===== config.mk =====
export PLATFORM = sky130hd
export DESIGN_NAME = polled_uart_transmitter_top
export DESIGN_NICKNAME = d
export VERILOG_FILES = /design/src/hdl/put_pkg.sv /design/src/hdl/polled_uart_transmitter_top.sv
export SDC_FILE = /design/constraint.sdc
export NUM_CORES = 1
export LEC_CHECK = 0
export CAP_MARGIN = 20
export CORE_MARGIN = 5
export CORE_UTILIZATION = 64
export DETAILED_ROUTE_END_ITERATION = 10
export DONT_BUFFER_PORTS = 1
export MAX_ROUTING_LAYER = met4
export PLACE_DENSITY = 0.78
export SETUP_SLACK_MARGIN = 0.2
export SYNTH_ARGS = -nofsm -noshare
export SYNTH_HDL_FRONTEND = slang
export SYNTH_SLANG_ARGS = --single-unit

===== constraint.sdc =====
create_clock -name clock -period 4.8 [get_ports clock]
set_clock_uncertainty 0.2 [all_clocks]
set_input_delay 0.48 -clock clock [delete_from_list [all_inputs] [get_ports clock]]
set_output_delay 0.48 -clock clock [all_outputs]
set_load 0.02 [all_outputs]

===== src/hdl/put_pkg.sv =====
// Types and constants of the polled UART transmitter.
package put_pkg;

   localparam int CHANNELS   = 2;
   localparam int DATA_WIDTH = 8;
   localparam int STOP_COUNT = 1;

   typedef logic [3:0] phase_type;

   localparam phase_type PH_IDLE       = 4'd0;
   localparam phase_type PH_START      = 4'd1;
   localparam phase_type PH_LAST_DATA  = phase_type'(1 + DATA_WIDTH);
   localparam phase_type PH_FIRST_STOP = phase_type'(2 + DATA_WIDTH);
   localparam phase_type PH_END        = phase_type'(1 + DATA_WIDTH + STOP_COUNT);

   localparam logic OP_POLL = 1'b0;
   localparam logic OP_LOAD = 1'b1;

   localparam logic [7:0] BIT_PERIOD_RESET = 8'd104;

endpackage


===== src/hdl/polled_uart_transmitter_top.sv =====
// Top level of the polled multi-channel UART transmitter.
//
//   channel  direction  handshake            payload
//   req      in         req_valid/req_ready  operation, channel, data_byte, time_now
//   rsp      out        rsp_valid/rsp_ready  line_level, line_driven, data_waiting, busy_res
//   csr      in         csr_valid/csr_ready  bit_period
//
// Each request passes through the input register and then the result register.
// A new request is taken every cycle while results drain.
// The channel state is updated as a request leaves the input register, so requests to
// the same channel back to back see each other's effects in order.
// Synchronous reset clears the control state, idles both lines and sets bit_period to 104.
// A stalled result holds the pipeline; requests are refused only once both stages are full.
module polled_uart_transmitter_top (
   input  logic       clock,
   input  logic       reset,
   input  logic       req_valid,
   output logic       req_ready,
   input  logic       req_operation,
   input  logic       req_channel,
   input  logic [7:0] req_data_byte,
   input  logic [7:0] req_time_now,
   output logic       rsp_valid,
   input  logic       rsp_ready,
   output logic       rsp_line_level,
   output logic       rsp_line_driven,
   output logic       rsp_data_waiting,
   output logic       rsp_busy_res,
   input  logic       csr_valid,
   output logic       csr_ready,
   input  logic [7:0] csr_bit_period
);

   logic       in_valid_ff;
   logic       in_op_ff;
   logic       in_ch_ff;
   logic [7:0] in_byte_ff;
   logic [7:0] in_time_ff;

   logic [7:0] bit_period_ff;

   put_pkg::phase_type phase_ff     [put_pkg::CHANNELS];
   logic [7:0]         shift_ff     [put_pkg::CHANNELS];
   logic [7:0]         last_ff      [put_pkg::CHANNELS];
   logic [7:0]         pend_byte_ff [put_pkg::CHANNELS];
   logic               pend_flag_ff [put_pkg::CHANNELS];
   logic               line_ff      [put_pkg::CHANNELS];

   put_pkg::phase_type phase_in;
   logic [7:0]         shift_in;
   logic [7:0]         last_in;
   logic               pend_flag_in;
   logic               line_in;
   logic               driven_in;
   logic [7:0]         elapsed;

   logic rsp_valid_ff;
   logic rsp_line_level_ff;
   logic rsp_line_driven_ff;
   logic rsp_data_waiting_ff;
   logic rsp_busy_res_ff;

   logic advance;

   assign advance   = in_valid_ff && (!rsp_valid_ff || rsp_ready);
   assign req_ready = !in_valid_ff || advance;
   assign csr_ready = 1'b1;

   assign rsp_valid        = rsp_valid_ff;
   assign rsp_line_level   = rsp_line_level_ff;
   assign rsp_line_driven  = rsp_line_driven_ff;
   assign rsp_data_waiting = rsp_data_waiting_ff;
   assign rsp_busy_res     = rsp_busy_res_ff;

   // Input register.
   always_ff @(posedge clock) begin
      if (reset) begin
         in_valid_ff <= 1'b0;
      end else if (req_ready) begin
         in_valid_ff <= req_valid;
      end
      if (req_valid && req_ready) begin
         in_op_ff   <= req_operation;
         in_ch_ff   <= req_channel;
         in_byte_ff <= req_data_byte;
         in_time_ff <= req_time_now;
      end
   end

   always_ff @(posedge clock) begin
      if (reset) begin
         bit_period_ff <= put_pkg::BIT_PERIOD_RESET;
      end else if (csr_valid && csr_ready) begin
         bit_period_ff <= csr_bit_period;
      end
   end

   assign elapsed = in_time_ff - last_ff[in_ch_ff];

   // Next state of the addressed channel.
   always_comb begin
      phase_in     = phase_ff[in_ch_ff];
      shift_in     = shift_ff[in_ch_ff];
      last_in      = last_ff[in_ch_ff];
      pend_flag_in = pend_flag_ff[in_ch_ff];
      line_in      = line_ff[in_ch_ff];
      driven_in    = 1'b0;
      if (in_op_ff == put_pkg::OP_LOAD) begin
         pend_flag_in = 1'b1;
      end else if (phase_ff[in_ch_ff] == put_pkg::PH_IDLE) begin
         if (pend_flag_ff[in_ch_ff]) begin
            shift_in     = pend_byte_ff[in_ch_ff];
            pend_flag_in = 1'b0;
            phase_in     = put_pkg::PH_START;
            last_in      = in_time_ff;
            line_in      = 1'b0;
            driven_in    = 1'b1;
         end
      end else if (elapsed >= bit_period_ff) begin
         // The reference moves by exactly one period so timing error does not build up.
         last_in = last_ff[in_ch_ff] + bit_period_ff;
         if (phase_ff[in_ch_ff] < put_pkg::PH_LAST_DATA) begin
            phase_in  = phase_ff[in_ch_ff] + 4'd1;
            line_in   = shift_ff[in_ch_ff][0];
            shift_in  = shift_ff[in_ch_ff] >> 1;
            driven_in = 1'b1;
         end else if (phase_ff[in_ch_ff] == put_pkg::PH_LAST_DATA) begin
            phase_in  = put_pkg::PH_FIRST_STOP;
            line_in   = 1'b1;
            driven_in = 1'b1;
         end else if (phase_ff[in_ch_ff] >= put_pkg::PH_END) begin
            phase_in = put_pkg::PH_IDLE;
         end else begin
            phase_in = phase_ff[in_ch_ff] + 4'd1;
         end
      end
   end

   always_ff @(posedge clock) begin
      if (reset) begin
         for (int c = 0; c < put_pkg::CHANNELS; c++) begin
            phase_ff[c]     <= put_pkg::PH_IDLE;
            shift_ff[c]     <= 8'd0;
            last_ff[c]      <= 8'd0;
            pend_flag_ff[c] <= 1'b0;
            line_ff[c]      <= 1'b1;
         end
      end else if (advance) begin
         phase_ff[in_ch_ff]     <= phase_in;
         shift_ff[in_ch_ff]     <= shift_in;
         last_ff[in_ch_ff]      <= last_in;
         pend_flag_ff[in_ch_ff] <= pend_flag_in;
         line_ff[in_ch_ff]      <= line_in;
      end
   end

   always_ff @(posedge clock) begin
      if (advance && in_op_ff == put_pkg::OP_LOAD) begin
         pend_byte_ff[in_ch_ff] <= in_byte_ff;
      end
   end

   // Result register.
   always_ff @(posedge clock) begin
      if (reset) begin
         rsp_valid_ff <= 1'b0;
      end else if (advance) begin
         rsp_valid_ff <= 1'b1;
      end else if (rsp_ready) begin
         rsp_valid_ff <= 1'b0;
      end
      if (advance) begin
         rsp_line_level_ff   <= line_in;
         rsp_line_driven_ff  <= driven_in;
         rsp_data_waiting_ff <= pend_flag_in;
         rsp_busy_res_ff     <= (phase_in != put_pkg::PH_IDLE);
      end
   end

endmodule


# --- After elaboration in Yosys (flattened, before gate mapping) ---
# Memory sizes are Yosys's and may differ from the RTL's. A register that Yosys moved wholly into a read port is not among the register bits.
# Cells that the tools add are included.
op_classes:
  n_addsub: 3
  magnitude_cmp: 3
  n_eq_ne: 1
  muxes: 59
  n_reduce_logical: 15
ops:
  columns: ["operator", "count"]
  rows:
  - ["8-bit 2-to-1 mux", 11]
  - ["1-bit 2-to-1 mux", 40]
  - ["4-bit 2-to-1 mux", 8]
  - ["8-bit OR reduction", 2]
  - ["8-bit adder", 1]
  - ["8-bit greater-or-equal comparator", 1]
  - ["8-bit subtractor", 1]
  - ["4-bit by 1-bit adder with 4-bit output (second input constant)", 1]
  - ["4-bit equality test (second input constant)", 1]
  - ["4-bit greater-or-equal comparator (second input constant)", 1]
  - ["4-bit zero test", 1]
  - ["4-bit < comparator (second input constant)", 1]
  - ["4-bit nonzero test", 1]
  - ["4-bit OR reduction", 1]
  - ["1-bit logical AND", 3]
  - ["1-bit zero test", 2]
  - ["1-bit logical OR", 2]
  - ["2-bit nonzero test", 1]
  - ["1-bit OR reduction", 2]
totals:
  register_bits: 32
  ram_bits: 60
  inputBits: 31
  out_inout_bits: 7
  word_cells: 98
  n_memories: 6
memory_table:
  columns: ["name", "depth", "width", "read_ports", "rd_ports_with_merged_regs", "wr", "line_no", "rtl"]
  rows:
  - ["last_ff", 2, 8, 1, 1, 2, "polled_uart_transmitter_top.sv:44", "logic [7:0] last_ff [put_pkg::CHANNELS];"]
  - ["pend_byte_ff", 2, 8, 1, 1, 1, "polled_uart_transmitter_top.sv:45", "logic [7:0] pend_byte_ff [put_pkg::CHANNELS];"]
  - ["shift_ff", 2, 8, 1, 1, 2, "polled_uart_transmitter_top.sv:43", "logic [7:0] shift_ff [put_pkg::CHANNELS];"]
  - ["phase_ff", 2, 4, 1, 1, 2, "polled_uart_transmitter_top.sv:42", "put_pkg::phase_type phase_ff [put_pkg::CHANNELS];"]
  - ["line_ff", 2, 1, 1, 1, 2, "polled_uart_transmitter_top.sv:47", "logic line_ff [put_pkg::CHANNELS];"]
  - ["pend_flag_ff", 2, 1, 1, 1, 2, "polled_uart_transmitter_top.sv:46", "logic pend_flag_ff [put_pkg::CHANNELS];"]

# --- Depth between registers and ports, before layout ---
depth:
  depth_word: 8
  mapped_depth: 20
  ltp_nobuf: 17

# --- Least setup slack after synthesis ---
# Ideal clock, no wire load.
synth_path:
  path_type: "reg2reg"
  from: "reg (tool-made name)"
  to: "mem last_ff[0][5] (data pin)"
  setup_ns: 0.255
  arrival_time_ns: 3.965
  t_required_ns: 4.345
  slack_ns: 0.380
  stages_incl_launch_ff: 19
  path_buffers: 4
  period_less_slack_ns: 4.420
  path_cell_list: "dfxtp_1 -> buf_4 -> buf_6 -> buf_4 -> mux2i_1 -> ha_1 -> nor2b_1 -> o21ai_0 -> a21boi_0 -> o21ai_0 -> nor2b_1 -> xnor2_1 -> ha_1 -> a21oi_1 -> o21ai_0 -> clkbuf_1 -> o31ai_4 -> a221o_1 -> and2_1"
synth_rtl:
  columns: ["item", "line_no"]
  rows:
  - ["end, declared", "polled_uart_transmitter_top.sv:44"]

==> reports/metrics.csv <==
metric;value;unit
Final Cell Area;5848;sq um
worst hold path class;input pin to flop;
Overall Global Routing Usage;26.69;%
Yosys cell types;60;
register area;2664;sq um
Final Hold Fails;0;
WL met2;5.949;mm
sequential fraction of the synthesis area;49.96;%
max_slew headroom;26.18;%
largest net degree at the start of global routing;29;
top layer in use;met4;
Max Cap Viol;0;
RSZ-0062 raised after global routing;false;
Slowest cell on crit path;dfxtp_2;
CP Class;flop to flop;
post-place instance area;5420;sq um
htree depth;3;
ANT cells;0;
outcome;finished clean;
GRT Residual Overflow;0;
number of global-route vias before repair;4020;
RR Endpoint;last_ff[0][2];
worst skew pair latency;0.37;ns
Routed Antenna Nets;0;
Sink Count;93;
async set-reset flop share out of synthesis;0;%
Reg2Reg Depth;15;
Post-Syn Area per Cell;11.10;sq um
crit share post-route;87.32;%
final design utilization;71.53;%
Post-Route WL;12.44;mm
Die Width;101.3;um
# port buffers;0;
WL/cell;20.39;um
Leakage;2.219;nW
Critical Path AT;4.12;ns
number of vias per cell;6.457;
dpl hpwl;8.287;mm
FP Rows;33;
flops & latches, synth;93;
Synth Warn #;0;
layout cell share with drive strength beyond 1;10.50;%
setup TNS;0;ns
Placed Cells;573;
Inserted Clock Buffers;9;
number of fill cells;610;
Crit path required time;4.73;ns
Root Buffer;clkbuf_8;
net count after synthesis;539;
power per cell area;347.1;nW/um^2
Max FO, Critical Path;20;
fin. max-slew vios;0;
reg2reg setup slack;0.61;ns
share of the synthesized area in the top cell type;45.08;%
Multi-input gate area;2446;sq um
gp weighted congestion;0.9974;
metal3 WL;964;um
post-synth top area cell;edfxtp_1;
Peak Freq;238.6;MHz
DR vias;3939;
clk buf depth;2;
DRC Markers;0;
crit-path cells;buf_4 -> mux2i_1 -> ha_1 -> o21ai_0 -> a21boi_0 -> o21ai_0 -> nor2b_1 -> xnor2_1 -> ha_1 -> a21oi_1 -> o21ai_0 -> buf_4 -> o21ai_1 -> o21ai_0 -> a32o_1;
Setup WS pre-CTS;0.5537;ns
crit-path most repeated cell;o21ai_0;
Main synth FF type;edfxtp_1;
fin worst setup slack;0.6086;ns
top cells by area, synth;edfxtp_1, ha_1, mux2i_1, dfxtp_1, a21oi_1;
final hold slack;0.02425;ns
IR drop worst, VDD;0.0002668;V
First DRT Iteration DRCs;297;
Hold Path Origin;csr_valid;
Largest stage delay, worst path;0.36;ns
measured slew at the worst slew-check pin;1.099;ns
Post-synth EDFFs;80;
final net count;559;
Min Clock Period, post-route;4.191;ns
mapped cell area;5329;sq um
# IOs;38;
drt pass-1 iters;5;
die height;101.3;um
Final Power;2.030;mW
first-pass GRT wire length;20.34;mm
Post-Layout Cell Count;610;
number of standard cells after synthesis;480;
initial antenna violation count;0;
core area;8175;sq um
Initial Utilization;65.18;%
Total Die Area;10250;sq um
Worst Setup EP;last_ff[0][2];
Post-CTS Setup Inserts;0;
CP startpoint kind;flop;
clock transition at the registers of the reported paths;0.11;ns
M1 wire length;5.272;mm
crit path capture type;flop;
area grow syn2layout;9.744;%
final setup vio count;0;
CTS tree;yes;
==> cells in the mapped netlist, types with 6 or more instances <==
cell type / number
edfxtp_1: 80
nor2_1: 43
nand2_1: 34
a21oi_1: 33
mux2i_1: 29
inv_1: 27
ha_1: 26
o21ai_0: 20
a211oi_1: 14
dfxtp_1: 13
mux2_2: 11
nor2b_1: 11
o211ai_1: 11
nor3_1: 10
clkbuf_1: 9
buf_2: 6
nand2b_1: 6
o21a_1: 6
==> repair_timing <==
action | 4_1_cts | 5_1_grt
resized for setup | 0 | 3
endpoints found under the setup margin | 0 | 21
hold endpoints to repair | 25 | 0
hold buffers | 19 | 0
==> critical path, delay by kind of cell, from the launching register on <==
kind	cells	cell delay, ns
AOI/OAI and AO/OA	8	1.65
xor gates and xnor gates	1	0.15
adders and majority gates	2	0.58
buffers and inverters	2	0.48
DFF	1	0.36
muxes	1	0.32
and+or+nand+nor	1	0.21
==> final cells by class <==
class,count,area share (%)
clock inverters,7,1.519
well taps,105,2.246
flip-flops and latches,93,45.55
inverters,28,1.797
multi-input cells,336,41.83
clock buffers,9,2.118
repair buffers,32,4.942
==> logic make-up after synthesis <==
kind of cell | Yosys count | synth area share, %
compound gates | 134 | 18.50
xor+xnor | 8 | 1.315
fa+ha+maj | 28 | 6.856
buf+inv | 51 | 4.367
flops | 93 | 49.96
mux | 40 | 7.772
other cells | 1 | 0.07037
simple gates | 125 | 11.15
==> per-layer routing <==
metal,up-vias,global-route usage [%]
li1,1854,-
met1,1888,35.07
met2,170,42.66
met3,27,4.063
met4,0,8.896
met5,-,-
==> how the worst min path moves through the flow <==
| stage | end | depth (start not counted) | slack (ns) |
|---|---|---|---|
| after floorplan | pend_byte_ff[0][0] | 0 | 0.22 |
| after global placement | pend_byte_ff[0][4] | 0 | 0.23 |
| after detailed placement | pend_byte_ff[1][3] | 0 | 0.24 |
| after CTS | bit_period_ff[5] | 1 | 0.02 |
| after global routing | bit_period_ff[6] | 1 | 0.002 |
| final | bit_period_ff[5] | 1 | 0.02 |
==> power breakdown <==
group / switching, mW / internal [mW] / total (mW)
combinational: 0.325 / 0.206 / 0.531
sequential: 0.0240 / 0.924 / 0.948
clock: 0.339 / 0.212 / 0.551
total: 0.688 / 1.34 / 2.03
==> cells in the final DEF (no fill, tap or decap), types with 4 or more instances in the layout <==
cell type      Yosys  routed
a21oi_1           33      32
nor2b_1           11      11
a2111oi_0          5       5
o32ai_1            5       4
mux2_2            11      11
a32o_1             5       5
edfxtp_1          80      80
buf_4              3      11
clkbuf_8           0       9
nor2_1            43      43
dfxtp_1           13      12
a221o_1            4       4
nand2b_1           6       6
and2_1             4       4
dlygate4sd3_1      0      19
nand2_1           34      34
a211oi_1          14      14
nor3_1            10      10
o21a_1             6       6
ha_1              26      26
o211ai_1          11      11
inv_1             27      27
xnor2_1            5       5
o21ai_0           20      19
mux2i_1           29      29
==> sequential cells by signal, indices dropped and copies added, names as in the netlist, 2 cells and up, named ones only <==
signal / flops
last_ff: 16
pend_byte_ff: 16
shift_ff: 16
bit_period_ff: 8
in_byte_ff: 8
in_time_ff: 8
phase_ff: 8
line_ff: 2
pend_flag_ff: 2
(Power assumes the default switching activity.)
